### src/rtl/core/bitmap_scaled_blit_writer_core_macros.svh
// ----------------------------------------------------------------------------
// Assertion macros for the bitmap scaled blit writer core
// Shared concurrent assertion forms, clocked and reset-qualified.
// ----------------------------------------------------------------------------
`ifndef BITMAP_SCALED_BLIT_WRITER_CORE_MACROS_SVH
`define BITMAP_SCALED_BLIT_WRITER_CORE_MACROS_SVH

// same-cycle implication
`define BSBW_ASSERT_IMPLIES(label, clk, rst_n, ante, cons, msg) \
    label: assert property (@(posedge clk) disable iff (!rst_n) (ante) |-> (cons)) \
        else $error(msg);

// next-cycle implication
`define BSBW_ASSERT_NEXT(label, clk, rst_n, ante, cons, msg) \
    label: assert property (@(posedge clk) disable iff (!rst_n) (ante) |=> (cons)) \
        else $error(msg);

`endif

### src/rtl/core/bsbw_pkg.sv
// ----------------------------------------------------------------------------
// bsbw_pkg
// Types, constants and register codes of the bitmap scaled blit writer.
// ----------------------------------------------------------------------------
package bsbw_pkg;

    localparam int CounterWidth = 12;
    localparam int DimWidth     = 13;
    localparam int ScaleWidth   = 4;
    localparam int LineWidth    = 15;
    localparam int ColorWidth   = 24;
    localparam int BaseWidth    = 16;
    localparam int PosWidth     = 17;
    localparam int AddrWidth    = 26;
    localparam int CfgIdxWidth  = 3;
    localparam int CfgDataWidth = 24;
    localparam int InDataWidth  = 8;
    localparam int OutDataWidth = 56;
    localparam int QueueDepth   = 4;
    localparam int QueuePtrWidth = $clog2(QueueDepth);

    localparam logic [ScaleWidth-1:0] MaxScale = 4'd8;
    localparam logic [DimWidth-1:0]   MaxDim   = 13'd4096;

    localparam logic [DimWidth-1:0]   RstBitmapWidth  = 13'd8;
    localparam logic [ScaleWidth-1:0] RstScale        = 4'd1;
    localparam logic [DimWidth-1:0]   RstScreenWidth  = 13'd640;
    localparam logic [DimWidth-1:0]   RstScreenHeight = 13'd480;
    localparam logic [LineWidth-1:0]  RstLineBytes    = 15'd1920;
    localparam logic [ColorWidth-1:0] RstDrawColor    = 24'hFFFFFF;

    typedef enum logic [CfgIdxWidth-1:0] {
        REG_ORIGIN_X      = 3'd0,
        REG_ORIGIN_Y      = 3'd1,
        REG_BITMAP_WIDTH  = 3'd2,
        REG_SCALE         = 3'd3,
        REG_SCREEN_WIDTH  = 3'd4,
        REG_SCREEN_HEIGHT = 3'd5,
        REG_LINE_BYTES    = 3'd6,
        REG_DRAW_COLOR    = 3'd7
    } cfg_reg_t;

    typedef struct packed {
        logic [CounterWidth-1:0] origin_x;
        logic [CounterWidth-1:0] origin_y;
        logic [DimWidth-1:0]     bitmap_width;
        logic [ScaleWidth-1:0]   scale;
        logic [DimWidth-1:0]     screen_width;
        logic [DimWidth-1:0]     screen_height;
        logic [LineWidth-1:0]    line_bytes;
        logic [ColorWidth-1:0]   draw_color;
    } cfg_t;

    // one set bit: top-left pixel of the square and its edge length
    typedef struct packed {
        logic [BaseWidth-1:0]  base_x;
        logic [BaseWidth-1:0]  base_y;
        logic [ScaleWidth-1:0] size;
    } cmd_t;

    typedef struct packed {
        logic push;
        logic full;
    } q_wr_t;

    typedef struct packed {
        logic pop;
        logic empty;
    } q_rd_t;

    typedef enum logic {
        BK_IDLE = 1'b0,
        BK_RUN  = 1'b1
    } back_state_t;

endpackage

### src/rtl/core/bsbw_front.sv
// ----------------------------------------------------------------------------
// bsbw_front
// Accepts bitmap bits, tracks source column and row, queues one square
// command per set bit while the scale is nonzero.
// ----------------------------------------------------------------------------
module bsbw_front
(
    input  logic                                 clk,
    input  logic                                 rst_n,
    input  bsbw_pkg::cfg_t                       cfg,
    input  logic                                 s_axis_tvalid,
    output logic                                 s_axis_tready,
    input  logic [bsbw_pkg::InDataWidth-1:0]     s_axis_tdata,  // [0] source_bit
    input  logic                                 s_axis_tlast,  // last_bit
    output bsbw_pkg::q_wr_t                      q_wr,
    input  logic                                 q_full,
    output bsbw_pkg::cmd_t                       q_cmd
);

    logic [bsbw_pkg::CounterWidth-1:0] col_reg, col_next;
    logic [bsbw_pkg::CounterWidth-1:0] row_reg, row_next;
    logic [bsbw_pkg::ScaleWidth-1:0]   s_eff;
    logic [bsbw_pkg::DimWidth-1:0]     w_eff;
    logic [bsbw_pkg::DimWidth-1:0]     col_inc;
    logic [bsbw_pkg::DimWidth-1:0]     sum_x, sum_y;
    logic [bsbw_pkg::PosWidth-1:0]     prod_x, prod_y;
    logic                              accept;

    assign s_axis_tready = !q_full;
    assign accept        = s_axis_tvalid && s_axis_tready;

    assign s_eff = (cfg.scale > bsbw_pkg::MaxScale) ? bsbw_pkg::MaxScale : cfg.scale;

    always_comb
    begin
        if (cfg.bitmap_width == '0)
        begin
            w_eff = bsbw_pkg::DimWidth'(1);
        end
        else if (cfg.bitmap_width > bsbw_pkg::MaxDim)
        begin
            w_eff = bsbw_pkg::MaxDim;
        end
        else
        begin
            w_eff = cfg.bitmap_width;
        end
    end

    assign sum_x  = {1'b0, cfg.origin_x} + {1'b0, col_reg};
    assign sum_y  = {1'b0, cfg.origin_y} + {1'b0, row_reg};
    assign prod_x = bsbw_pkg::PosWidth'(sum_x) * bsbw_pkg::PosWidth'(s_eff);
    assign prod_y = bsbw_pkg::PosWidth'(sum_y) * bsbw_pkg::PosWidth'(s_eff);

    assign q_cmd.base_x = prod_x[bsbw_pkg::BaseWidth-1:0];
    assign q_cmd.base_y = prod_y[bsbw_pkg::BaseWidth-1:0];
    assign q_cmd.size   = s_eff;

    assign q_wr.push = accept && s_axis_tdata[0] && (s_eff != '0);
    assign q_wr.full = q_full;

    assign col_inc = {1'b0, col_reg} + bsbw_pkg::DimWidth'(1);

    always_comb
    begin
        col_next = col_reg;
        row_next = row_reg;
        if (accept)
        begin
            if (s_axis_tlast)
            begin
                col_next = '0;
                row_next = '0;
            end
            else if (col_inc >= w_eff)
            begin
                col_next = '0;
                row_next = row_reg + bsbw_pkg::CounterWidth'(1);
            end
            else
            begin
                col_next = col_inc[bsbw_pkg::CounterWidth-1:0];
            end
        end
    end

    always_ff @(posedge clk or negedge rst_n)
    begin
        if (!rst_n)
        begin
            col_reg <= '0;
            row_reg <= '0;
        end
        else
        begin
            col_reg <= col_next;
            row_reg <= row_next;
        end
    end

endmodule

### src/rtl/core/bsbw_cmd_fifo.sv
// ----------------------------------------------------------------------------
// bsbw_cmd_fifo
// Short command queue between front and back.
// ----------------------------------------------------------------------------
module bsbw_cmd_fifo
(
    input  logic            clk,
    input  logic            rst_n,
    input  bsbw_pkg::q_wr_t wr,
    input  bsbw_pkg::cmd_t  wr_cmd,
    input  logic            rd_pop,
    output bsbw_pkg::q_rd_t rd,
    output bsbw_pkg::cmd_t  rd_cmd,
    output logic            full
);

    bsbw_pkg::cmd_t                     mem [bsbw_pkg::QueueDepth];
    logic [bsbw_pkg::QueuePtrWidth-1:0] wr_ptr_reg, wr_ptr_next;
    logic [bsbw_pkg::QueuePtrWidth-1:0] rd_ptr_reg, rd_ptr_next;
    logic [bsbw_pkg::QueuePtrWidth:0]   count_reg, count_next;
    logic                               do_push, do_pop;

    assign full     = (count_reg == (bsbw_pkg::QueuePtrWidth+1)'(bsbw_pkg::QueueDepth));
    assign rd.empty = (count_reg == '0);
    assign rd.pop   = do_pop;
    assign rd_cmd   = mem[rd_ptr_reg];

    assign do_push = wr.push && !wr.full;
    assign do_pop  = rd_pop && !rd.empty;

    always_comb
    begin
        wr_ptr_next = do_push ? wr_ptr_reg + bsbw_pkg::QueuePtrWidth'(1) : wr_ptr_reg;
        rd_ptr_next = do_pop  ? rd_ptr_reg + bsbw_pkg::QueuePtrWidth'(1) : rd_ptr_reg;
        count_next  = count_reg;
        if (do_push && !do_pop)
        begin
            count_next = count_reg + (bsbw_pkg::QueuePtrWidth+1)'(1);
        end
        else if (do_pop && !do_push)
        begin
            count_next = count_reg - (bsbw_pkg::QueuePtrWidth+1)'(1);
        end
    end

    always_ff @(posedge clk)
    begin
        if (do_push)
        begin
            mem[wr_ptr_reg] <= wr_cmd;
        end
    end

    always_ff @(posedge clk or negedge rst_n)
    begin
        if (!rst_n)
        begin
            wr_ptr_reg <= '0;
            rd_ptr_reg <= '0;
            count_reg  <= '0;
        end
        else
        begin
            wr_ptr_reg <= wr_ptr_next;
            rd_ptr_reg <= rd_ptr_next;
            count_reg  <= count_next;
        end
    end

endmodule

### src/rtl/core/bsbw_back.sv
// ----------------------------------------------------------------------------
// bsbw_back
// Walks each clipped square row by row and emits one framebuffer write
// transaction per pixel through a two-stage address pipeline.
// ----------------------------------------------------------------------------
`include "bitmap_scaled_blit_writer_core_macros.svh"

module bsbw_back
(
    input  logic                                 clk,
    input  logic                                 rst_n,
    input  bsbw_pkg::cfg_t                       cfg,
    input  bsbw_pkg::q_rd_t                      q_rd,
    input  bsbw_pkg::cmd_t                       q_cmd,
    output logic                                 q_pop,
    output logic                                 m_axis_tvalid,
    input  logic                                 m_axis_tready,
    output logic [bsbw_pkg::OutDataWidth-1:0]    m_axis_tdata,  // byte_address, blue, green, red
    output logic                                 m_axis_tlast   // last_write
);

    localparam int PosW = bsbw_pkg::PosWidth;

    bsbw_pkg::back_state_t state_reg, state_next;

    logic [PosW-1:0] cur_x_reg, cur_x_next;
    logic [PosW-1:0] cur_y_reg, cur_y_next;
    logic [PosW-1:0] x_first_reg, x_first_next;
    logic [PosW-1:0] x_last_reg, x_last_next;
    logic [PosW-1:0] y_last_reg, y_last_next;

    logic [PosW-1:0] a_x_reg, a_y_reg;
    logic            a_last_reg;
    logic            a_valid_reg, a_valid_next;

    logic [bsbw_pkg::AddrWidth-1:0] m_addr_reg;
    logic                           m_last_reg;
    logic                           m_valid_reg, m_valid_next;

    logic [PosW-1:0] bx, by, x_hi, y_hi, x_lim, y_lim;
    logic            cmd_hits;
    logic            load_cmd;
    logic            gen_emit, gen_last, gen_row_end;
    logic            m_load, a_can_load;
    logic [31:0]     y_term;
    logic [PosW+1:0] x_term;
    logic [32:0]     addr_sum;

    // clip the queued square against the screen
    assign bx       = {1'b0, q_cmd.base_x};
    assign by       = {1'b0, q_cmd.base_y};
    assign x_hi     = bx + {{(PosW-bsbw_pkg::ScaleWidth){1'b0}}, q_cmd.size};
    assign y_hi     = by + {{(PosW-bsbw_pkg::ScaleWidth){1'b0}}, q_cmd.size};
    assign x_lim    = (x_hi > {4'b0, cfg.screen_width})  ? {4'b0, cfg.screen_width}  : x_hi;
    assign y_lim    = (y_hi > {4'b0, cfg.screen_height}) ? {4'b0, cfg.screen_height} : y_hi;
    assign cmd_hits = (bx < {4'b0, cfg.screen_width}) && (by < {4'b0, cfg.screen_height});

    assign m_load     = a_valid_reg && (!m_valid_reg || m_axis_tready);
    assign a_can_load = !a_valid_reg || m_load;

    assign gen_row_end = (cur_x_reg == x_last_reg);
    assign gen_last    = gen_row_end && (cur_y_reg == y_last_reg);

    always_comb
    begin
        state_next = state_reg;
        unique case (state_reg)
            bsbw_pkg::BK_IDLE:
            begin
                if (!q_rd.empty && cmd_hits)
                begin
                    state_next = bsbw_pkg::BK_RUN;
                end
            end
            bsbw_pkg::BK_RUN:
            begin
                if (a_can_load && gen_last)
                begin
                    state_next = bsbw_pkg::BK_IDLE;
                end
            end
            default:
            begin
                state_next = bsbw_pkg::BK_IDLE;
            end
        endcase
    end

    always_comb
    begin
        q_pop    = 1'b0;
        load_cmd = 1'b0;
        gen_emit = 1'b0;
        unique case (state_reg)
            bsbw_pkg::BK_IDLE:
            begin
                q_pop    = !q_rd.empty;
                load_cmd = !q_rd.empty && cmd_hits;
            end
            bsbw_pkg::BK_RUN:
            begin
                gen_emit = a_can_load;
            end
            default:
            begin
                q_pop = 1'b0;
            end
        endcase
    end

    always_comb
    begin
        cur_x_next   = cur_x_reg;
        cur_y_next   = cur_y_reg;
        x_first_next = x_first_reg;
        x_last_next  = x_last_reg;
        y_last_next  = y_last_reg;
        if (load_cmd)
        begin
            cur_x_next   = bx;
            cur_y_next   = by;
            x_first_next = bx;
            x_last_next  = x_lim - PosW'(1);
            y_last_next  = y_lim - PosW'(1);
        end
        else if (gen_emit && !gen_last)
        begin
            if (gen_row_end)
            begin
                cur_x_next = x_first_reg;
                cur_y_next = cur_y_reg + PosW'(1);
            end
            else
            begin
                cur_x_next = cur_x_reg + PosW'(1);
            end
        end
    end

    assign a_valid_next = gen_emit ? 1'b1 : (m_load ? 1'b0 : a_valid_reg);
    assign m_valid_next = m_load ? 1'b1 : ((m_valid_reg && m_axis_tready) ? 1'b0 : m_valid_reg);

    assign y_term   = {15'b0, a_y_reg} * {17'b0, cfg.line_bytes};
    assign x_term   = {a_x_reg, 1'b0} + {2'b0, a_x_reg};
    assign addr_sum = {1'b0, y_term} + {14'b0, x_term};

    always_ff @(posedge clk)
    begin
        cur_x_reg   <= cur_x_next;
        cur_y_reg   <= cur_y_next;
        x_first_reg <= x_first_next;
        x_last_reg  <= x_last_next;
        y_last_reg  <= y_last_next;
        if (gen_emit)
        begin
            a_x_reg    <= cur_x_reg;
            a_y_reg    <= cur_y_reg;
            a_last_reg <= gen_last;
        end
        if (m_load)
        begin
            m_addr_reg <= addr_sum[bsbw_pkg::AddrWidth-1:0];
            m_last_reg <= a_last_reg;
        end
    end

    always_ff @(posedge clk or negedge rst_n)
    begin
        if (!rst_n)
        begin
            state_reg   <= bsbw_pkg::BK_IDLE;
            a_valid_reg <= 1'b0;
            m_valid_reg <= 1'b0;
        end
        else
        begin
            state_reg   <= state_next;
            a_valid_reg <= a_valid_next;
            m_valid_reg <= m_valid_next;
        end
    end

    assign m_axis_tvalid = m_valid_reg;
    assign m_axis_tlast  = m_last_reg;
    assign m_axis_tdata  = {6'b0, cfg.draw_color[23:16], cfg.draw_color[15:8],
                            cfg.draw_color[7:0], m_addr_reg};

    `BSBW_ASSERT_IMPLIES(a_walk_in_square, clk, rst_n,
        state_reg == bsbw_pkg::BK_RUN,
        (cur_x_reg <= x_last_reg) && (cur_y_reg <= y_last_reg),
        "walk position left the square")
    `BSBW_ASSERT_IMPLIES(a_run_ends_on_last, clk, rst_n,
        (state_reg == bsbw_pkg::BK_RUN) && (state_next == bsbw_pkg::BK_IDLE),
        gen_emit && gen_last,
        "square ended without its last pixel")
    `BSBW_ASSERT_NEXT(a_last_returns_idle, clk, rst_n,
        gen_emit && gen_last,
        (state_reg == bsbw_pkg::BK_IDLE) && a_valid_reg && a_last_reg,
        "last pixel did not close the square")

endmodule

### src/rtl/core/bitmap_scaled_blit_writer_core.sv
// ----------------------------------------------------------------------------
// bitmap_scaled_blit_writer_core
// Expands 1bpp bitmap bits into scaled, clipped framebuffer write transactions.
// ----------------------------------------------------------------------------
// Throughput: one write per cycle inside a square while m_axis_tready holds; a square
// is fetched from the 4-entry queue, then walked pixel by pixel. Clear bits and bits
// at scale zero queue nothing, fully clipped squares are dropped at the fetch; input
// stalls only on a full queue.
// Reset: counters zero, queue and pipeline empty, registers at their defaults.
// ----------------------------------------------------------------------------
module bitmap_scaled_blit_writer_core
(
    input  logic                                 clk,
    input  logic                                 rst_n,
    input  logic                                 cfg_valid,
    output logic                                 cfg_ready,
    input  logic [bsbw_pkg::CfgIdxWidth-1:0]     cfg_index,
    input  logic [bsbw_pkg::CfgDataWidth-1:0]    cfg_data,
    input  logic                                 s_axis_tvalid,
    output logic                                 s_axis_tready,
    input  logic [bsbw_pkg::InDataWidth-1:0]     s_axis_tdata,  // [0] source_bit
    input  logic                                 s_axis_tlast,  // last_bit
    output logic                                 m_axis_tvalid,
    input  logic                                 m_axis_tready,
    output logic [bsbw_pkg::OutDataWidth-1:0]    m_axis_tdata,  // [25:0] byte_address,
                                                                // [33:26] blue, [41:34] green,
                                                                // [49:42] red
    output logic                                 m_axis_tlast   // last_write
);

    bsbw_pkg::cfg_t  cfg_reg, cfg_next;
    bsbw_pkg::q_wr_t q_wr;
    bsbw_pkg::q_rd_t q_rd;
    bsbw_pkg::cmd_t  wr_cmd, rd_cmd;
    logic            q_full;
    logic            q_pop;

    assign cfg_ready = 1'b1;

    always_comb
    begin
        cfg_next = cfg_reg;
        if (cfg_valid && cfg_ready)
        begin
            unique case (cfg_index)
                bsbw_pkg::REG_ORIGIN_X:      cfg_next.origin_x      = cfg_data[11:0];
                bsbw_pkg::REG_ORIGIN_Y:      cfg_next.origin_y      = cfg_data[11:0];
                bsbw_pkg::REG_BITMAP_WIDTH:  cfg_next.bitmap_width  = cfg_data[12:0];
                bsbw_pkg::REG_SCALE:         cfg_next.scale         = cfg_data[3:0];
                bsbw_pkg::REG_SCREEN_WIDTH:  cfg_next.screen_width  = cfg_data[12:0];
                bsbw_pkg::REG_SCREEN_HEIGHT: cfg_next.screen_height = cfg_data[12:0];
                bsbw_pkg::REG_LINE_BYTES:    cfg_next.line_bytes    = cfg_data[14:0];
                bsbw_pkg::REG_DRAW_COLOR:    cfg_next.draw_color    = cfg_data;
                default:                     cfg_next = cfg_reg;
            endcase
        end
    end

    always_ff @(posedge clk or negedge rst_n)
    begin
        if (!rst_n)
        begin
            cfg_reg.origin_x      <= '0;
            cfg_reg.origin_y      <= '0;
            cfg_reg.bitmap_width  <= bsbw_pkg::RstBitmapWidth;
            cfg_reg.scale         <= bsbw_pkg::RstScale;
            cfg_reg.screen_width  <= bsbw_pkg::RstScreenWidth;
            cfg_reg.screen_height <= bsbw_pkg::RstScreenHeight;
            cfg_reg.line_bytes    <= bsbw_pkg::RstLineBytes;
            cfg_reg.draw_color    <= bsbw_pkg::RstDrawColor;
        end
        else
        begin
            cfg_reg <= cfg_next;
        end
    end

    bsbw_front u_front
    (
        .clk           (clk),
        .rst_n         (rst_n),
        .cfg           (cfg_reg),
        .s_axis_tvalid (s_axis_tvalid),
        .s_axis_tready (s_axis_tready),
        .s_axis_tdata  (s_axis_tdata),
        .s_axis_tlast  (s_axis_tlast),
        .q_wr          (q_wr),
        .q_full        (q_full),
        .q_cmd         (wr_cmd)
    );

    bsbw_cmd_fifo u_fifo
    (
        .clk    (clk),
        .rst_n  (rst_n),
        .wr     (q_wr),
        .wr_cmd (wr_cmd),
        .rd_pop (q_pop),
        .rd     (q_rd),
        .rd_cmd (rd_cmd),
        .full   (q_full)
    );

    bsbw_back u_back
    (
        .clk           (clk),
        .rst_n         (rst_n),
        .cfg           (cfg_reg),
        .q_rd          (q_rd),
        .q_cmd         (rd_cmd),
        .q_pop         (q_pop),
        .m_axis_tvalid (m_axis_tvalid),
        .m_axis_tready (m_axis_tready),
        .m_axis_tdata  (m_axis_tdata),
        .m_axis_tlast  (m_axis_tlast)
    );

endmodule

### config.mk
export PLATFORM = sky130hd
export DESIGN_NAME = bitmap_scaled_blit_writer_core
export DESIGN_NICKNAME = d
export VERILOG_FILES = /design/src/rtl/core/bsbw_pkg.sv /design/src/rtl/core/bsbw_front.sv /design/src/rtl/core/bsbw_cmd_fifo.sv /design/src/rtl/core/bsbw_back.sv /design/src/rtl/core/bitmap_scaled_blit_writer_core.sv
export VERILOG_INCLUDE_DIRS = /design/src /design/src/rtl/core
export SDC_FILE = /design/constraint.sdc
export NUM_CORES = 1
export LEC_CHECK = 0
export BUFFER_PORTS_ARGS = -buffer_cell sky130_fd_sc_hd__clkbuf_2
export CAP_MARGIN = 10
export CORE_MARGIN = 2
export CORE_UTILIZATION = 40
export CTS_BUF_LIST = sky130_fd_sc_hd__clkbuf_8
export DETAILED_ROUTE_END_ITERATION = 8
export HOLD_SLACK_MARGIN = 0.02
export PLACE_DENSITY = 0.67
export SLEW_MARGIN = 20
export SYNTH_ARGS = -nofsm -noshare
export SYNTH_HDL_FRONTEND = slang
export SYNTH_SLANG_ARGS = --single-unit
### constraint.sdc
create_clock -name clk -period 14.8 [get_ports clk]
set_clock_uncertainty 0.15 [all_clocks]
set_input_delay 0 -clock clk [delete_from_list [all_inputs] [get_ports clk]]
set_output_delay 0 -clock clk [all_outputs]
set_load 0.005 [all_outputs]
After elaboration in Yosys (flattened, before gate mapping):

Memory sizes are Yosys's and may differ from the RTL's.
Index checks and enable logic that the tools add are counted.

* flip-flop bits (word level): 286
* memory bits (writable): 144
* bits of input ports: 41
* output and inout port bits: 60
* logic and storage cells: 139
* memories kept: 1

* add/subtract/negate cells: 16
* multipliers: 3
* magnitude comparators: 7
* eq/ne operators: 10
* muxes and demuxes: 29
* bitwise operators: 1
* reduce and logical (&&, ||, !) cells: 44

Memory list
* u_fifo.mem: depth 4, width 36, rd ports 1, clocked after memory_dff 0, write ports 1, line bsbw_cmd_fifo.sv:17 `bsbw_pkg::cmd_t mem [bsbw_pkg::QueueDepth];`

Operators with widths (number)
* 16-bit two-way mux: 5
* 17-bit two-way mux: 3
* 12-bit two-way mux: 4
* 16-bit by 4-bit adder with 17-bit output: 2
* 17-bit by 1-bit adder with 17-bit output (second input constant): 2
* 17-bit == test: 2
* 17-bit by 13-bit > comparator with 1-bit output: 2
* 17-bit by 1-bit subtractor with 17-bit output (second input constant): 2
* 16-bit by 13-bit less-than comparator with 1-bit output: 2
* 13-bit by 4-bit multiplier with 16-bit output: 2
* 12-bit by 12-bit adder with 13-bit output: 2
* 26-bit by 19-bit adder with 26-bit output: 1
* 17-bit by 15-bit multiplier with 26-bit output: 1
* 13-bit two-way mux: 2
* 2-bit AND reduction: 11
* 18-bit by 17-bit adder with 19-bit output: 1
* 3-bit == test (second input constant): 5
* 1-bit logical AND: 14
* 12-bit by 1-bit adder with 13-bit output (second input constant): 1
* 13-bit >= comparator: 1
* 13-bit > comparator (second input constant): 1
* 13-bit logical NOT: 1
* 12-bit by 1-bit adder with 12-bit output (second input constant): 1
* 2-bit nonzero test: 6
* 15 further kinds: 36

Depth between registers and ports, before layout:

* depth in word-level cells: 10
* gate-level depth with buffers: 33

Modules after synthesis:

A second synthesis with hierarchy kept.

* cell total of the unflattened synthesis: 3031
* area, all modules: 33454.6 µm²

Modules (own cells, without submodules)
* bsbw_back: instances 1, cells an instance 1805, area each 17671.9 µm², seq. area each 4439.3 µm²
* bsbw_front: instances 1, cells an instance 765, area each 5947.0 µm², seq. area each 600.6 µm²
* bsbw_cmd_fifo: instances 1, cells an instance 227, area each 5631.7 µm², seq. area each 4499.3 µm²
* bitmap_scaled_blit_writer_core: instances 1, cells an instance 234, area each 4204.0 µm², seq. area each 2697.6 µm²

Worst setup path before layout:

No wires, ideal clock.

* path kind: register to register
* start point: register u_fifo.rd_ptr_reg[0] (netlist bit)
* end point: register u_back.y_last_reg[12], data pin
* setup time: 0.269 ns
* arrival time: 6.673 ns
* data required time: 14.381 ns
* setup slack: 7.707 ns
* cell stages (with the launch flop): 32
* cell sequence: dfrtp_1 buf_6 buf_6 buf_6 buf_1 mux4_2 ha_1 fa_1 a21o_1 a21oi_1 nor2_1 nand2_1 nor3b_1 xnor2_1 inv_1 ha_1 nand4_1 a311oi_1 o41ai_1 nand3_2 buf_6 clkbuf_1 a21oi_1 ha_1 nor3b_1 nand3b_1 mux2_2 or2_1 buf_2 nor3_2 xnor2_1 mux2i_1

* cells in the longest elaborated chain, start to end: 5

RTL lines
* start: declaration: line bsbw_cmd_fifo.sv:19 `logic [bsbw_pkg::QueuePtrWidth-1:0] rd_ptr_reg, rd_ptr_next;`
* start signal: assignment: line bsbw_cmd_fifo.sv:65 `rd_ptr_reg <= rd_ptr_next;`
* memory 4 x 36 bit *
* 16-bit by 4-bit adder with 17-bit output *: line bsbw_back.sv:53 `assign y_hi = by + {{(PosW-bsbw_pkg::ScaleWidth){1'b0}}, q_cmd.size};`
* 17-bit by 13-bit > comparator with 1-bit output: line bsbw_back.sv:55 `assign y_lim = (y_hi > {4'b0, cfg.screen_height}) ? {4'b0, cfg.screen_height} : y_hi;`
* 17-bit two-way mux *: line bsbw_back.sv:55
* 17-bit by 1-bit subtractor with 17-bit output *: line bsbw_back.sv:124 `y_last_next = y_lim - PosW'(1);`
* end signal: assignment: line bsbw_back.sv:153 `y_last_reg <= y_last_next;`
* end: declaration: line bsbw_back.sv:30 `logic [PosW-1:0] y_last_reg, y_last_next;`

Mark *: on every way between the ends. The rest lies on a longest branch, timed or not.
A chain may end at the register's enable or synchronous reset.

Final worst setup path:

* start point: register u_back.a_y_reg[5]
* end point: register u_back.m_addr_reg[24] (netlist bit), data pin

* cells in the longest elaborated chain, start to end: 2

RTL lines
* start: declaration: line bsbw_back.sv:32 `logic [PosW-1:0] a_x_reg, a_y_reg;`
* start signal: assignment: line bsbw_back.sv:157 `a_y_reg <= cur_y_reg;`
* 17-bit by 15-bit multiplier with 26-bit output: line bsbw_back.sv:143 `assign y_term = {15'b0, a_y_reg} * {17'b0, cfg.line_bytes};`
* 26-bit by 19-bit adder with 26-bit output: line bsbw_back.sv:145 `assign addr_sum = {1'b0, y_term} + {14'b0, x_term};`
* named net u_back.addr_sum[24]: line bsbw_back.sv:47 `logic [32:0] addr_sum;`
* end signal: assignment: line bsbw_back.sv:162 `m_addr_reg <= addr_sum[bsbw_pkg::AddrWidth-1:0];`
* end: declaration: line bsbw_back.sv:36 `logic [bsbw_pkg::AddrWidth-1:0] m_addr_reg;`

The timed path passes the listed nets, and every way through them passes these cells.

==> qor.yml <==
run_status:
  run_status: "complete, no violations"
drt:
  wire_per_inst_um: 17.1
  drt_first_pass_iters: 5
  drc: 0
  ant_nets: 0
  wl_met1_um: 32100
  wl_met3_um: 3310
  top_layer: "met4"
  drt-total-wl_um: 71600
  met2_wirelength_um: 34000
  num_vias: 21000
  drtIter0Drc: 1392
  vias_per_cell: 5.03
worst_hold_path:
  hp-class: "input pin to flip-flop"
  whs_path_depth: 4
global_routing:
  grt_pass1_wl_um: 116000
  gr-usage-all-layers: 0.177
  grt_max_degree: 70
  antenna_found_initial: 7
  grt_overflow_total: 0
  grt_pass1_vias: 21400
clocking:
  cts_setup_buffers: 0
  cts_resized: 0
  cts_tree: "built"
  cts.sinks: 430
  cts_root_buf: "clkbuf_8"
  clock_latency_ns: 0.67
  clk_pin_slew_ns: 0.06
  clockBufferDepth: 3
  cts-buffers-inserted: 75
  ctsHtreeMaxLevel: 3
logic_synthesis:
  syn_area_per_cell_um2: 11.0
  ys_top_cells_by_area: "edfxtp_1 (27%), fa_1 (16%), ha_1 (8.5%), dfrtp_1 (8.0%), inv_1 (4.6%)"
  synth_edf_count: 288
  yosysTopAreaCell: "edfxtp_1"
  synthArstFlopShare: 0.326
  synth-adder-area-share: 0.247
  synth-simple-area-share: 0.126
  synthesis.instances: 2934
  ys_ff_latch: 430
  muxShareOfSynthArea: 0.0670
  ys_warn_count: 0
  ys.flop_type: "edfxtp_1"
  synth-compound-area-share: 0.0577
  synth_top_family_by_area: "adder cells"
  yosysSeqAreaShare: 0.378
  yosys.area_share.xor_xnor: 0.0587
  synth_top_cell_area_share: 0.267
  synth.cell_area_um2: 32400
  synth.distinct_cells: 78
sta:
  post-route-period-util: 0.522
  rsz0062_at_grt: "false"
  drv_slew: 0
  min_period_ns: 7.72
  slew_headroom: 0.296
  worst_slew_pin_slew_ns: 1.05
  hold_violations: 0
  finalSetupViolCount: 0
  tns_ns: 0
  fmax_ghz: 0.129
die:
  floorplan.initialDensity: 0.403
  fp.dieH_um: 288
  boundaryPins: 101
  die_area_um2: 83200
  core_um2: 80300
  rows: 104
  die_x_um: 288
cells_and_area:
  final_nets: 3582
  register_area_um2: 12200
  areaGrowthSynthToFinish_pct: 10.9
  drive_above_1_share: 0.134
  multiInputGateArea_um2: 18100
  largest_reg_flops: 144
  final_common_cell: "inv_1"
  final_cell_mix: "inv_1 (427), nand2_1 (303), edfxtp_1 (288)"
  fill_cells: 7447
  final_cell_area_um2: 35900
worst_setup_path:
  critPathArrivalTime_ns: 7.97
  endpoint_kind: "flip-flop"
  crit_path_start_kind: "flip-flop"
  cp_max_fo: 15
  regToRegSetupSlack_ns: 7.08
  reg2reg_depth: 21
  worst-setup-path-type: "flip-flop to flip-flop"
  required_ns: 15.04
place:
  dpl.hpwl_um: 52500
  placed_area_um2: 33700
  routabilityCongestion: 0.924
  numPortBuffers: 86
flow_run:
  maxCapViolCount: 0
## worst paths after layout
check                                                   end                      startpoint
max                         u_back.m_addr_reg[24]$_DFFE_PP_     u_back.a_y_reg[5]$_DFFE_PP_
min reg2reg                u_back.m_axis_tvalid$_DFFE_PN0P_  u_back.a_valid_reg$_DFFE_PN0P_
min                        u_back.m_axis_tvalid$_DFFE_PN0P_                   m_axis_tready
max reg2reg                 u_back.m_addr_reg[24]$_DFFE_PP_     u_back.a_y_reg[5]$_DFFE_PP_
max in group asynchronous  u_fifo.rd_ptr_reg[0]$_DFFE_PN0P_                           rst_n
min in group asynchronous            cfg_reg[3]$_DFFE_PN1P_                           rst_n
## metal layers
layer  global-route usage  vias up
met5                    0        -
met4               0.0569        0
met3               0.0271      122
met2                0.296      476
met1                0.237    10400
li1                     -    10000
## repair_timing
item	in CTS	in global routing
hold endpoints to repair	216	0
endpoints found under the setup margin	0	0
hold buffers	56	0
## cell usage after synthesis, types with 4 or more instances
cell	count
nor3_1	48
buf_4	33
mux4_2	32
a21o_1	31
a211o_1	6
nand4_1	18
nor2_1	114
buf_2	8
o31ai_1	6
and3_1	25
nand3b_1	5
o41ai_1	9
a211oi_1	9
or2_2	8
xor2_1	77
inv_1	398
buf_6	4
or3_1	8
a22o_1	5
buf_1	4
nor2b_1	21
fa_1	262
xnor2_1	140
o21a_1	16
o21ai_0	88
edfxtp_1	288
o211ai_1	4
a21oi_1	88
or4_1	5
nand3_1	49
dfstp_2	36
nand2b_1	21
mux2i_1	16
dfrtp_1	104
mux2_2	111
and2_1	167
nor4_1	13
nor3b_1	4
nand2_1	303
o21bai_1	10
o31a_1	4
clkbuf_1	69
ha_1	219
## worst max-delay path, stage by stage (launching register included)
cell	delay (ns)
edfxtp_1	0.66
and2_1	0.28
fa_1	0.53
inv_1	0.06
fa_1	0.56
fa_1	0.44
fa_1	0.49
inv_1	0.05
fa_1	0.53
inv_1	0.05
fa_1	0.53
inv_1	0.04
ha_1	0.36
and4_1	0.23
a211oi_1	0.33
o31a_1	0.23
o21ai_0	0.16
o41ai_1	0.77
o21ai_0	0.33
nor2_1	0.31
o21ai_0	0.19
xor2_1	0.17
## stage by stage
step                       util  setup WS [ns]  instances  hold slack (ns)
after floorplan               -           7.71       2939           -0.446
after global placement    0.420           7.02       3987          -0.0874
after detailed placement  0.420           7.02       3987          -0.0906
after CTS                 0.447           6.98       4183           0.0290
after global routing      0.447           6.64       4183           0.0723
final                     0.447           7.08       4185           0.0699
## area by class of cell
| type | count | share of cell area |
|---|---|---|
| well taps | 1060 | 0.0370 |
| diodes | 2 | 0.000139 |
| multi-input cells | 1993 | 0.504 |
| flip-flops and latches | 430 | 0.341 |
| clock buffers | 88 | 0.0337 |
| repair buffers | 162 | 0.0325 |
| clock inverters | 52 | 0.0101 |
| inverters | 398 | 0.0416 |
## logic make-up after synthesis
group | Yosys count
compound gates | 300
xor+xnor | 217
fa+ha+maj | 481
buf+inv | 516
flops | 430
mux | 161
other cells | 2
simple gates | 827
Power is not shown: default switching activity piles up to over one toggle a cycle in this logic, so the estimate is an artifact.
